### config.mk
export PLATFORM = sky130hd
export DESIGN_NAME = reader_writer_lock_manager_top_flat
export DESIGN_NICKNAME = d
export VERILOG_FILES = /design/src/rtl/rwlm_pkg.sv /design/src/rtl/rwlm_if.sv /design/src/rtl/rwlm_ram.sv /design/src/rtl/rwlm_queue.sv /design/src/rtl/reader_writer_lock_manager_top.sv /design/src/flat_wrapper.sv
export SDC_FILE = /design/constraint.sdc
export NUM_CORES = 1
export LEC_CHECK = 0
export ABC_AREA = 1
export BUFFER_PORTS_ARGS = -buffer_cell sky130_fd_sc_hd__buf_2
export CORE_AREA = 4 4 153 155
export CTS_BUF_LIST = sky130_fd_sc_hd__clkbuf_4
export DETAILED_ROUTE_END_ITERATION = 7
export DIE_AREA = 0 0 157 159
export PLACE_DENSITY = 0.85
export SLEW_MARGIN = 20
export SYNTH_ARGS = -nofsm -noshare
export SYNTH_HDL_FRONTEND = slang
export SYNTH_SLANG_ARGS = --single-unit
### constraint.sdc
create_clock -name clk -period 4.2 [get_ports clk]
set_input_delay 1.26 -clock clk [delete_from_list [all_inputs] [get_ports clk]]
set_output_delay 1.26 -clock clk [all_outputs]
set_load 0.01 [all_outputs]
### src/rtl/rwlm_pkg.sv
// Shared types and codes of the reader-writer lock manager.
package rwlm_pkg;

	typedef enum logic [2:0] {
		OP_READ     = 3'd0,
		OP_TRY_READ = 3'd1,
		OP_WRITE    = 3'd2,
		OP_TRY_WRITE = 3'd3,
		OP_UNLOCK   = 3'd4
	} opcode_t;

	typedef enum logic [2:0] {
		STAT_GRANTED  = 3'd0,
		STAT_REFUSED  = 3'd1,
		STAT_QUEUED   = 3'd2,
		STAT_RELEASED = 3'd3,
		STAT_WOKEN    = 3'd4,
		STAT_ERROR    = 3'd5
	} status_t;

	typedef enum logic {
		S_IDLE,
		S_WAKE
	} state_t;

	typedef struct packed {
		logic push;
		logic pop;
	} q_cmd_t;

	typedef struct packed {
		logic full;
		logic empty;
	} q_stat_t;

endpackage

### src/rtl/rwlm_if.sv
// Request and result channel interfaces of the lock manager.
interface rwlm_req_if #(
	parameter int TID_W = 8
);
	logic             valid;
	logic             ready;
	logic [2:0]       opcode;
	logic [TID_W-1:0] thread_id;

	modport source (output valid, output opcode, output thread_id, input ready);
	modport sink (input valid, input opcode, input thread_id, output ready);
endinterface

interface rwlm_res_if #(
	parameter int TID_W = 8
);
	logic             valid;
	logic             ready;
	logic [TID_W-1:0] thread_id_res;
	logic [2:0]       status;
	logic             write_grant;
	logic             last;

	modport source (output valid, output thread_id_res, output status,
		output write_grant, output last, input ready);
	modport sink (input valid, input thread_id_res, input status,
		input write_grant, input last, output ready);
endinterface

### src/rtl/rwlm_ram.sv
// Generic single-port-write, single-port-read RAM with registered read data.
module rwlm_ram #(
	parameter int WIDTH = 8,
	parameter int DEPTH = 16
) (
	input  logic                     clk,
	input  logic                     wr_en,
	input  logic [$clog2(DEPTH)-1:0] wr_addr,
	input  logic [WIDTH-1:0]         wr_data,
	input  logic                     rd_en,
	input  logic [$clog2(DEPTH)-1:0] rd_addr,
	output logic [WIDTH-1:0]         rd_data
);
	logic [WIDTH-1:0] mem_q [DEPTH];
	logic [WIDTH-1:0] rd_data_q;

	always_ff @(posedge clk) begin
		if (wr_en) begin
			mem_q[wr_addr] <= wr_data;
		end
		if (rd_en) begin
			rd_data_q <= mem_q[rd_addr];
		end
	end

	assign rd_data = rd_data_q;
endmodule

### src/rtl/rwlm_queue.sv
// Circular FIFO of waiting thread ids held in a RAM, with head and fill count.
module rwlm_queue #(
	parameter int WIDTH = 8,
	parameter int DEPTH = 16
) (
	input  logic                       clk,
	input  logic                       arst_n,
	input  rwlm_pkg::q_cmd_t           cmd,
	input  logic [WIDTH-1:0]           wr_data,
	output rwlm_pkg::q_stat_t          stat,
	output logic [$clog2(DEPTH+1)-1:0] count,
	output logic [WIDTH-1:0]           rd_data
);
	import rwlm_pkg::*;

	localparam int AW = $clog2(DEPTH);
	localparam int CW = $clog2(DEPTH + 1);
	localparam int SW = CW + 1;

	logic [AW-1:0] head_q;
	logic [CW-1:0] cnt_q;
	logic [SW-1:0] tail_sum;
	logic [SW-1:0] tail_wrap;
	logic [AW-1:0] tail;

	assign tail_sum  = SW'(head_q) + SW'(cnt_q);
	assign tail_wrap = (tail_sum >= SW'(DEPTH)) ? tail_sum - SW'(DEPTH) : tail_sum;
	assign tail      = tail_wrap[AW-1:0];

	assign stat.full  = (cnt_q == CW'(DEPTH));
	assign stat.empty = (cnt_q == '0);
	assign count      = cnt_q;

	always_ff @(posedge clk or negedge arst_n) begin
		if (!arst_n) begin
			head_q <= '0;
			cnt_q  <= '0;
		end else begin
			if (cmd.pop) begin
				head_q <= (head_q == AW'(DEPTH - 1)) ? '0 : head_q + AW'(1);
			end
			if (cmd.push && !cmd.pop) begin
				cnt_q <= cnt_q + CW'(1);
			end else if (cmd.pop && !cmd.push) begin
				cnt_q <= cnt_q - CW'(1);
			end
		end
	end

	rwlm_ram #(
		.WIDTH(WIDTH),
		.DEPTH(DEPTH)
	) u_ram (
		.clk    (clk),
		.wr_en  (cmd.push),
		.wr_addr(tail),
		.wr_data(wr_data),
		.rd_en  (cmd.pop),
		.rd_addr(head_q),
		.rd_data(rd_data)
	);
endmodule

### src/rtl/reader_writer_lock_manager_top.sv
// Reader-preferring reader-writer lock manager for one lock.
// Each request word carries an opcode and a thread id; lock, try and write requests
// produce one result word each, and a new request is taken every cycle while the
// result side keeps up and no wake-up sequence runs, so only the output register
// and the wake-up sequence set the pace. An unlock that frees the lock returns its
// release word, then one woken word per waiter in queue order: each waiter is read
// from the waiting-thread RAM, whose read data is registered. Readers are granted
// whenever no writer holds the lock; blocking requests that cannot be granted wait
// in per-class FIFOs of QUEUE_DEPTH entries. Queue overflow, reader-count
// overflow, unlock of a free lock and unknown opcodes give an error word and leave
// the state unchanged. No clearing pass runs after reset.
module reader_writer_lock_manager_top #(
	parameter int QUEUE_DEPTH    = 16,
	parameter int MAX_READERS    = 255,
	parameter int THREAD_ID_BITS = 8
) (
	input  logic       clk,
	input  logic       arst_n,
	rwlm_req_if.sink   req,
	rwlm_res_if.source res
);
	import rwlm_pkg::*;

	localparam int CW  = $clog2(MAX_READERS + 1);
	localparam int QCW = $clog2(QUEUE_DEPTH + 1);
	localparam int TW  = THREAD_ID_BITS;

	state_t         state_q, state_d;
	logic           writer_q, writer_d;
	logic [CW-1:0]  rcnt_q, rcnt_d;
	logic [QCW-1:0] left_q, left_d;
	logic           wake_wr_q, wake_wr_d;

	logic           res_valid_q;
	logic [TW-1:0]  res_tid_q;
	status_t        res_status_q;
	logic           res_wr_q;
	logic           res_last_q;

	logic           load;
	logic [TW-1:0]  ld_tid;
	status_t        ld_status;
	logic           ld_wr;
	logic           ld_last;

	logic           out_free;
	logic           accept;

	q_cmd_t         rq_cmd, wq_cmd;
	q_stat_t        rq_stat, wq_stat;
	logic [QCW-1:0] rq_count, wq_count;
	logic [TW-1:0]  rq_rdata, wq_rdata;
	logic [QCW-1:0] wake_n;
	logic [CW-1:0]  unl_cnt;

	assign out_free  = !res_valid_q || res.ready;
	assign req.ready = (state_q == S_IDLE) && out_free;
	assign accept    = req.valid && req.ready;

	assign wake_n  = (int'(rq_count) > MAX_READERS) ? QCW'(MAX_READERS) : rq_count;
	assign unl_cnt = writer_q ? '0 : rcnt_q - CW'(1);

	always_comb begin
		state_d   = state_q;
		writer_d  = writer_q;
		rcnt_d    = rcnt_q;
		left_d    = left_q;
		wake_wr_d = wake_wr_q;
		load      = 1'b0;
		ld_tid    = req.thread_id;
		ld_status = STAT_ERROR;
		ld_wr     = 1'b0;
		ld_last   = 1'b1;
		rq_cmd    = '0;
		wq_cmd    = '0;
		case (state_q)
			S_IDLE: begin
				if (accept) begin
					load = 1'b1;
					case (opcode_t'(req.opcode))
						OP_READ, OP_TRY_READ: begin
							if (!writer_q) begin
								if (rcnt_q != CW'(MAX_READERS)) begin
									rcnt_d    = rcnt_q + CW'(1);
									ld_status = STAT_GRANTED;
								end
							end else if (req.opcode == OP_TRY_READ) begin
								ld_status = STAT_REFUSED;
							end else if (!rq_stat.full) begin
								rq_cmd.push = 1'b1;
								ld_status   = STAT_QUEUED;
							end
						end
						OP_WRITE, OP_TRY_WRITE: begin
							if (!writer_q && rcnt_q == '0) begin
								writer_d  = 1'b1;
								ld_status = STAT_GRANTED;
								ld_wr     = 1'b1;
							end else if (req.opcode == OP_TRY_WRITE) begin
								ld_status = STAT_REFUSED;
							end else if (!wq_stat.full) begin
								wq_cmd.push = 1'b1;
								ld_status   = STAT_QUEUED;
							end
						end
						OP_UNLOCK: begin
							if (writer_q || rcnt_q != '0) begin
								ld_status = STAT_RELEASED;
								writer_d  = 1'b0;
								rcnt_d    = unl_cnt;
								if (unl_cnt == '0 && !rq_stat.empty) begin
									rcnt_d     = CW'(wake_n);
									left_d     = wake_n;
									wake_wr_d  = 1'b0;
									rq_cmd.pop = 1'b1;
									ld_last    = 1'b0;
									state_d    = S_WAKE;
								end else if (unl_cnt == '0 && !wq_stat.empty) begin
									writer_d   = 1'b1;
									left_d     = QCW'(1);
									wake_wr_d  = 1'b1;
									wq_cmd.pop = 1'b1;
									ld_last    = 1'b0;
									state_d    = S_WAKE;
								end
							end
						end
						default: begin
							ld_status = STAT_ERROR;
						end
					endcase
				end
			end
			S_WAKE: begin
				if (out_free) begin
					load      = 1'b1;
					ld_tid    = wake_wr_q ? wq_rdata : rq_rdata;
					ld_status = STAT_WOKEN;
					ld_wr     = wake_wr_q;
					ld_last   = (left_q == QCW'(1));
					left_d    = left_q - QCW'(1);
					if (left_q == QCW'(1)) begin
						state_d = S_IDLE;
					end else begin
						rq_cmd.pop = !wake_wr_q;
						wq_cmd.pop = wake_wr_q;
					end
				end
			end
			default: begin
				state_d = S_IDLE;
			end
		endcase
	end

	always_ff @(posedge clk or negedge arst_n) begin
		if (!arst_n) begin
			state_q     <= S_IDLE;
			writer_q    <= 1'b0;
			rcnt_q      <= '0;
			left_q      <= '0;
			wake_wr_q   <= 1'b0;
			res_valid_q <= 1'b0;
		end else begin
			state_q   <= state_d;
			writer_q  <= writer_d;
			rcnt_q    <= rcnt_d;
			left_q    <= left_d;
			wake_wr_q <= wake_wr_d;
			if (load) begin
				res_valid_q <= 1'b1;
			end else if (res.ready) begin
				res_valid_q <= 1'b0;
			end
		end
	end

	always_ff @(posedge clk) begin
		if (load) begin
			res_tid_q    <= ld_tid;
			res_status_q <= ld_status;
			res_wr_q     <= ld_wr;
			res_last_q   <= ld_last;
		end
	end

	assign res.valid         = res_valid_q;
	assign res.thread_id_res = res_tid_q;
	assign res.status        = res_status_q;
	assign res.write_grant   = res_wr_q;
	assign res.last          = res_last_q;

	rwlm_queue #(
		.WIDTH(TW),
		.DEPTH(QUEUE_DEPTH)
	) u_rd_queue (
		.clk    (clk),
		.arst_n (arst_n),
		.cmd    (rq_cmd),
		.wr_data(req.thread_id),
		.stat   (rq_stat),
		.count  (rq_count),
		.rd_data(rq_rdata)
	);

	rwlm_queue #(
		.WIDTH(TW),
		.DEPTH(QUEUE_DEPTH)
	) u_wr_queue (
		.clk    (clk),
		.arst_n (arst_n),
		.cmd    (wq_cmd),
		.wr_data(req.thread_id),
		.stat   (wq_stat),
		.count  (wq_count),
		.rd_data(wq_rdata)
	);

	logic unused_wq_count;
	assign unused_wq_count = ^wq_count;
endmodule
### src/flat_wrapper.sv
// flat-port wrapper written by rule: the top's interface ports become plain ports
module reader_writer_lock_manager_top_flat import rwlm_pkg::*;
#(
	parameter int QUEUE_DEPTH    = 16,
	parameter int MAX_READERS    = 255,
	parameter int THREAD_ID_BITS = 8
)
  (clk, arst_n, req_valid, req_opcode, req_thread_id, req_ready, res_valid, res_thread_id_res, res_status, res_write_grant, res_last, res_ready);
  rwlm_req_if req_i ();
  rwlm_res_if res_i ();
  input  logic clk;
  input  logic arst_n;
  input wire logic [$bits(req_i.valid)-1:0] req_valid;
  input wire logic [$bits(req_i.opcode)-1:0] req_opcode;
  input wire logic [$bits(req_i.thread_id)-1:0] req_thread_id;
  output wire logic [$bits(req_i.ready)-1:0] req_ready;
  output wire logic [$bits(res_i.valid)-1:0] res_valid;
  output wire logic [$bits(res_i.thread_id_res)-1:0] res_thread_id_res;
  output wire logic [$bits(res_i.status)-1:0] res_status;
  output wire logic [$bits(res_i.write_grant)-1:0] res_write_grant;
  output wire logic [$bits(res_i.last)-1:0] res_last;
  input wire logic [$bits(res_i.ready)-1:0] res_ready;
  assign req_i.valid = req_valid;
  assign req_i.opcode = req_opcode;
  assign req_i.thread_id = req_thread_id;
  assign req_ready = req_i.ready;
  assign res_valid = res_i.valid;
  assign res_thread_id_res = res_i.thread_id_res;
  assign res_status = res_i.status;
  assign res_write_grant = res_i.write_grant;
  assign res_last = res_i.last;
  assign res_i.ready = res_ready;
  reader_writer_lock_manager_top #(.QUEUE_DEPTH(QUEUE_DEPTH), .MAX_READERS(MAX_READERS), .THREAD_ID_BITS(THREAD_ID_BITS)) u_core (.clk(clk), .arst_n(arst_n), .req(req_i), .res(res_i));
endmodule
# Word-level counts from Yosys, hierarchy flattened
# Memories as Yosys holds them, arrays and structs flattened. A register that Yosys moved wholly into a read port is not among the register bits.
# Cells that the tools add are included.
[totals]
reg_bits = 48
ramBits = 256
inputBits = 15
out_inout_bits = 15
n_memories = 2
[op_classes]
addsub = 13
order_cmp = 2
eq_ne = 19
muxes = 94
bitwise_logic = 1
reduce_logical = 38
[memory_table]
columns = ["name", "depth", "word_bits", "rd", "rd_ports_with_merged_regs", "wr", "line", "source"]
rows = [
  ["u_core.u_rd_queue.u_ram.mem_q", 16, 8, 1, 1, 1, "rwlm_ram.sv:14", "logic [WIDTH-1:0] mem_q [DEPTH];"],
  ["u_core.u_wr_queue.u_ram.mem_q", 16, 8, 1, 1, 1, "rwlm_ram.sv:14", ""],
]
[op_table]
columns = ["op", "count"]
rows = [
  ["8-bit 2-to-1 mux", 8],
  ["1-bit 2-to-1 mux", 50],
  ["5-bit 2-to-1 mux", 10],
  ["3-bit 2-to-1 mux", 9],
  ["8-bit logical NOT", 2],
  ["4-bit 2-to-1 mux", 4],
  ["8-bit one-hot mux with 2 select lines", 1],
  ["5-bit AND reduction", 3],
  ["5-bit by 1-bit subtractor with 5-bit output (second input constant)", 3],
  ["1-bit one-hot mux with 2 select lines", 7],
  ["4-bit by 5-bit adder with 6-bit output", 2],
  ["6-bit by 5-bit >= comparator with 1-bit output (second input constant)", 2],
  ["2-bit nonzero test", 6],
  ["5-bit by 1-bit adder with 5-bit output (second input constant)", 2],
  ["5-bit equality test (second input constant)", 2],
  ["5-bit logical NOT", 2],
  ["5-bit one-hot mux with 2 select lines", 1],
  ["1-bit logical AND", 9],
  ["1-bit logical NOT", 9],
  ["3-bit one-hot mux with 3 select lines", 1],
  ["4-bit by 1-bit adder with 4-bit output (second input constant)", 2],
  ["8-bit by 1-bit adder with 8-bit output (second input constant)", 1],
  ["4-bit equality test (second input constant)", 2],
  ["2-bit by 1-bit != test with 1-bit output (second input constant)", 4],
  ["other kinds (17)", 25],
]

# Depth between registers and ports, before layout
[logic_depth]
depth_word = 14
ltp_mapped = 24
ltp_nobuf = 24

# Cells and area by module
# Synthesis repeated with hierarchy kept, for this count alone.
[unflattened]
cells_unflattened = 1577
area_unflattened_um2 = 15223.4
[by_module_without_submodules]
columns = ["mod", "instances", "cells_each", "area_each_um2", "seq_area_each_um2"]
rows = [
  ["rwlm_ram", 2, 551, 5846.9, 4083.9],
  ["reader_writer_lock_manager_top", 1, 304, 2162.1, 815.8],
  ["rwlm_queue at u_core.u_rd_queue", 1, 85, 686.9, 225.2],
  ["rwlm_queue at u_core.u_wr_queue", 1, 86, 680.7, 225.2],
]

# Worst setup path before layout
# OpenSTA, ideal clock, no wires.
[synth_timing]
kind = "input to register"
from = "in res_ready"
to = "reg u_core.u_wr_queue.cnt_q[4] (netlist: u_core.u_wr_queue.count[4])"
setup_time_ps = 125
arrival_time_ps = 3530
t_required_ps = 4075
path_slack_ps = 545
path_stages = 17
cell_sequence = "nor2_1 nor2_1 nand2_1 nor2_1 nand4_2 nand2_4 inv_4 ha_1 inv_1 ha_1 nand2_1 nor2_1 a211oi_1 nand2_1 nand2_1 nor2_1 xor2_1"
[synth_via]
elab_chain_cells = 8
[synth_lines]
columns = ["element", "line", "source"]
rows = [
  ["start: declaration", "flat_wrapper.sv:22", "input wire logic [$bits(res_i.ready)-1:0] res_ready;"],
  ["1-bit logical OR (*)", "reader_writer_lock_manager_top.sv:56", "assign out_free = !res_valid_q || res.ready;"],
  ["1-bit logical AND (*)", "reader_writer_lock_manager_top.sv:57", "assign req.ready = (state_q == S_IDLE) && out_free;"],
  ["net req_ready", "flat_wrapper.sv:16", "output wire logic [$bits(req_i.ready)-1:0] req_ready;"],
  ["1-bit logical AND (*)", "reader_writer_lock_manager_top.sv:58", "assign accept = req.valid && req.ready;"],
  ["2-bit 2-to-1 mux (*)", "reader_writer_lock_manager_top.sv:78", "if (accept) begin"],
  ["1-bit one-hot mux with 2 select lines (*)", "reader_writer_lock_manager_top.sv:76", "case (state_q)"],
  ["net u_core.u_wr_queue.u_ram.rd_en", "rwlm_ram.sv:10", "input logic rd_en,"],
  ["1-bit logical NOT", "rwlm_queue.sv:42", "if (cmd.push && !cmd.pop) begin"],
  ["1-bit logical AND", "rwlm_queue.sv:42", ""],
  ["5-bit 2-to-1 mux / 2-bit nonzero test (equally long branches)", "--", ""],
  ["end signal: assignment", "rwlm_queue.sv:43", "cnt_q <= cnt_q + CW'(1);"],
  ["end signal: assignment", "rwlm_queue.sv:45", "cnt_q <= cnt_q - CW'(1);"],
  ["end: declaration", "rwlm_queue.sv:21", "logic [CW-1:0] cnt_q;"],
]
# The timed path passes the listed nets; every way through them passes the cells marked *.
# A chain may end at the register's enable or synchronous reset.

# Final worst setup path
[layout_timing]
from = "reg u_core.rcnt_q[0]"
to = "reg u_core.u_wr_queue.cnt_q[4] (netlist: u_core.u_wr_queue.count[4])"
[layout_via]
elab_chain_cells = 13
[layout_lines]
columns = ["element", "line", "source"]
rows = [
  ["start: declaration", "reader_writer_lock_manager_top.sv:30", "logic [CW-1:0] rcnt_q, rcnt_d;"],
  ["start signal: assignment", "reader_writer_lock_manager_top.sv:167", "rcnt_q <= rcnt_d;"],
  ["8-bit by 1-bit subtractor with 8-bit output", "reader_writer_lock_manager_top.sv:61", "assign unl_cnt = writer_q ? '0 : rcnt_q - CW'(1);"],
  ["8-bit 2-to-1 mux", "reader_writer_lock_manager_top.sv:61", ""],
  ["8-bit logical NOT", "reader_writer_lock_manager_top.sv:111, reader_writer_lock_manager_top.sv:118", ""],
  ["1-bit logical AND", "reader_writer_lock_manager_top.sv:118", "end else if (unl_cnt == '0 && !wq_stat.empty) begin"],
  ["1-bit 2-to-1 mux", "reader_writer_lock_manager_top.sv:118", ""],
  ["1-bit 2-to-1 mux", "reader_writer_lock_manager_top.sv:111", "if (unl_cnt == '0 && !rq_stat.empty) begin"],
  ["1-bit 2-to-1 mux (*)", "reader_writer_lock_manager_top.sv:107", "if (writer_q || rcnt_q != '0) begin"],
  ["1-bit 2-to-1 mux (*)", "reader_writer_lock_manager_top.sv:80", "case (opcode_t'(req.opcode))"],
  ["2-bit 2-to-1 mux (*)", "reader_writer_lock_manager_top.sv:78", ""],
  ["1-bit one-hot mux with 2 select lines (*)", "reader_writer_lock_manager_top.sv:76", ""],
  ["net u_core.u_wr_queue.u_ram.rd_en", "rwlm_ram.sv:10", ""],
  ["1-bit logical NOT", "rwlm_queue.sv:42", ""],
  ["1-bit logical AND", "rwlm_queue.sv:42", ""],
  ["5-bit 2-to-1 mux / 2-bit nonzero test (equally long branches)", "--", ""],
]
# Marks and branches as above.

==> impl_metrics.tcl <==
set metrics [dict create \
    clk_path_buf_depth 3 \
    dieArea_mm2 0.0250 \
    antenna_found_initial 1 \
    post_cts_resized 0 \
    post_cts.repair.setup_buffers 0 \
    dieWidth_um 157 \
    cp_data_required_time_ps 4750 \
    grt_pass1_wl_mm 52.1 \
    avgViaCountPerCell 6.13 \
    finalMaxSlewViolations 0 \
    cts_hold_buf 0 \
    start_util_pct 64.4 \
    rsz0062_at_grt "false" \
    crit_family "simple AND/OR/NAND/NOR gates" \
    synth_most_common_cell "edfxtp_1" \
    powerDensity_mw_per_mm2 641 \
    grt_pass1_vias 9945 \
    timing.fmax_mhz 289 \
    cp.arrival_ps 4010 \
    cp-end-kind "flop" \
    dp_hpwl_mm 19.5 \
    place_inst 1483 \
    multi_input_area_mm2 0.00414 \
    fill_cells 1398 \
    syn_nets 1242 \
    crit_path_frequent_cell "nand2_1" \
    stdcell_count 1632 \
    synthTopCellsByArea "edfxtp_1 61%, dfrtp_1 6.2%, nor2_1 6.0%, nand2_1 4.1%, o21ai_0 3.2%" \
    die_y_um 159 \
    cp_max_fo 14 \
    synth_edf_count 285 \
    dr_total_vias 10000 \
    clk_latency_ps 730 \
    leakage_nw 5.73 \
    overflow 0 \
    synth_cells 1203 \
    status "finished clean" \
    ios 30 \
    clock-sinks 320 \
    cts_tree "built" \
    layout-area-overhead-vs-synth_pct 11.0 \
    seqCellArea_mm2 0.00944 \
    worst_pin_slew_ps 987 \
    synth_seq_area_share_pct 67.1 \
    firstDrtPassIters 8 \
    total_power_mw 10.0 \
    gr-usage-all-layers_pct 26.5 \
    fin_setup_tns_ps 0 \
    wire_per_inst_um 20.0 \
    ant_nets 0 \
    crit_buf_inv 3 \
    avgSynthCellArea_um2 11.7 \
    synth_commonest_cells "285 x edfxtp_1, 226 x nor2_1, 154 x nand2_1" \
    clock-root-buffer "clkbuf_4" \
    yosys.area.top_type "edfxtp_1" \
    peakVddDrop_mv 0.308 \
    gp_congestion 0.916 \
    drv_cap 0 \
    hold_ws_ps 489 \
    post-route-period-util_pct 82.5 \
    place.port_buffers 29 \
    synth-main-ff-cell "edfxtp_1" \
    finalCriticalPeriod_ps 3470 \
    worstSetupStartpointType "flop" \
    grt_max_degree 69 \
    fp-row-count 54 \
    synth_cell_types 40 \
    detail_route.drc_violations 0 \
    wl_mm 32.7 \
    yosysTopAreaCellShare_pct 60.9 \
    drive_above_1_share_pct 16.8 \
    numCtsBuffers 81 \
    htreeDepth 3 \
    cpPeakStageDelay_ps 410 \
    yosys_warnings 0 \
    setup_viol 0 \
    worstSetupPathType "flop to flop" \
    first_iter_violations 1202 \
    worstHoldPathType "flop to flop" \
    ys_async_sr_fraction_pct 10.9 \
    clock_skew_ps 58.9 \
    crit_chain "inv_2, ha_1, nand2_1, nand3_1, nand2_2, nor2_2, nand3_2, nor2_8, nand4_2, nand2_4, inv_4, ha_1, inv_1, ha_1, nand2_1, nor2_1, a211oi_1, nand2_1, nand2_1, nor2_1, xor2_1" \
    synth_area_mm2 0.0141 \
    fin_nets 1325 \
    slew_headroom_pct 34.1 \
    cp_slowest_cell "dfrtp_1" \
    clk_pin_slew_ps 60 \
    core_mm2 0.0218 \
    hold_violations 0 \
    synth-seq-cells 320 \
]
-- worst reg2reg max path, cell delays in order (launching register included) --
cell	delay [ps]
dfrtp_1	410
inv_2	150
ha_1	290
nand2_1	80
nand3_1	130
nand2_2	70
nor2_2	110
nand3_2	120
nor2_8	180
nand4_2	120
nand2_4	200
inv_4	60
ha_1	240
inv_1	130
ha_1	280
nand2_1	90
nor2_1	40
a211oi_1	240
nand2_1	110
nand2_1	90
nor2_1	50
xor2_1	130
-- path summary, 6_finish.rpt --
path	depth (start not counted)	startpoint	endpoint	slack, ps
worst max register to register	21	u_core.rcnt_q[0]	u_core.u_wr_queue.count[4]	730
max in group asynchronous	1	arst_n	u_core.u_rd_queue.head_q[1]	2910
worst min-delay path	2	u_core.left_q[1]	u_core.left_q[1]	490
min in group asynchronous	1	arst_n	u_core.left_q[4]	690
worst max-delay path	21	u_core.rcnt_q[0]	u_core.u_wr_queue.count[4]	730
worst min register to register	2	u_core.left_q[1]	u_core.left_q[1]	490
-- power breakdown --
group | leakage (nW) | switching (mW) | internal (mW) | total, mW
clock | 0.644 | 1.27 | 1.48 | 2.75
sequential | 2.99 | 0.326 | 3.78 | 4.10
combinational | 2.10 | 2.16 | 0.995 | 3.15
total | 5.73 | 3.75 | 6.25 | 10.0
-- kinds of logic (layout without fill, tap and decap cells) --
logic type      after synthesis  count (layout)  synth area share [%]
fa+ha+maj                    24              24                  2.35
xor+xnor                     15              15                 0.934
buf+inv                     123             271                  3.49
other cells                   0               1                     0
compound gates              210             210                  9.59
simple gates                488             488                  14.9
flops                       320             320                  67.1
mux                          23              23                  1.64
-- registers in the layout, indices dropped and copies added (netlist names), 3 cells and up --
name / flops
u_core.res.thread_id_res: 8
u_core.u_rd_queue.u_ram.mem_q: 128
u_core.rcnt_q: 8
u_core.u_wr_queue.head_q: 4
u_core.u_wr_queue.u_ram.mem_q: 128
u_core.u_wr_queue.u_ram.rd_data: 8
u_core.left_q: 5
u_core.u_rd_queue.head_q: 4
u_core.res.status: 3
u_core.u_rd_queue.count: 5
u_core.u_wr_queue.count: 5
u_core.u_rd_queue.u_ram.rd_data: 8
-- through the flow --
stage               utilization (%)  setup slack (ps)  area [µm²]
detailed placement             66.5               238       14500
global placement               66.5               367       14500
global route                   71.5               346       15600
floorplan                         -               545       14100
CTS                            71.5               742       15600
finish                         71.5               735       15600
-- placed cells by master, fill, tap and decap left out, types with 29 or more instances in the layout --
cell type    n
nand2_1    154
inv_1       59
dfrtp_1     31
o21ai_0     91
o32ai_1     41
edfxtp_1   285
clkbuf_4   124
nor2_1     226
nand3_1     67
buf_2       29
-- cell type report --
| class | count | area share [%] |
|---|---|---|
| Inverter | 74 | 1.80 |
| Antenna cell | 1 | 0.0160 |
| Clock buffer | 124 | 5.97 |
| Multi-Input combinational cell | 760 | 26.5 |
| Timing Repair Buffer | 49 | 1.89 |
| Sequential cell | 320 | 60.5 |
| Tap cell | 280 | 2.25 |
| Clock inverter | 24 | 1.07 |
-- per-layer routing --
| layer | routed length, µm | global-route usage, % | up-vias |
|---|---|---|---|
| met1 | 12600 | 35.8 | 4737 |
| met2 | 15800 | 42.3 | 603 |
| met4 | 1110 | 10.8 | 0 |
| met5 | 0 | 0 | - |
| li1 | - | - | 4566 |
| met3 | 3230 | 5.79 | 97 |
Power figures use the tool's default switching activity.
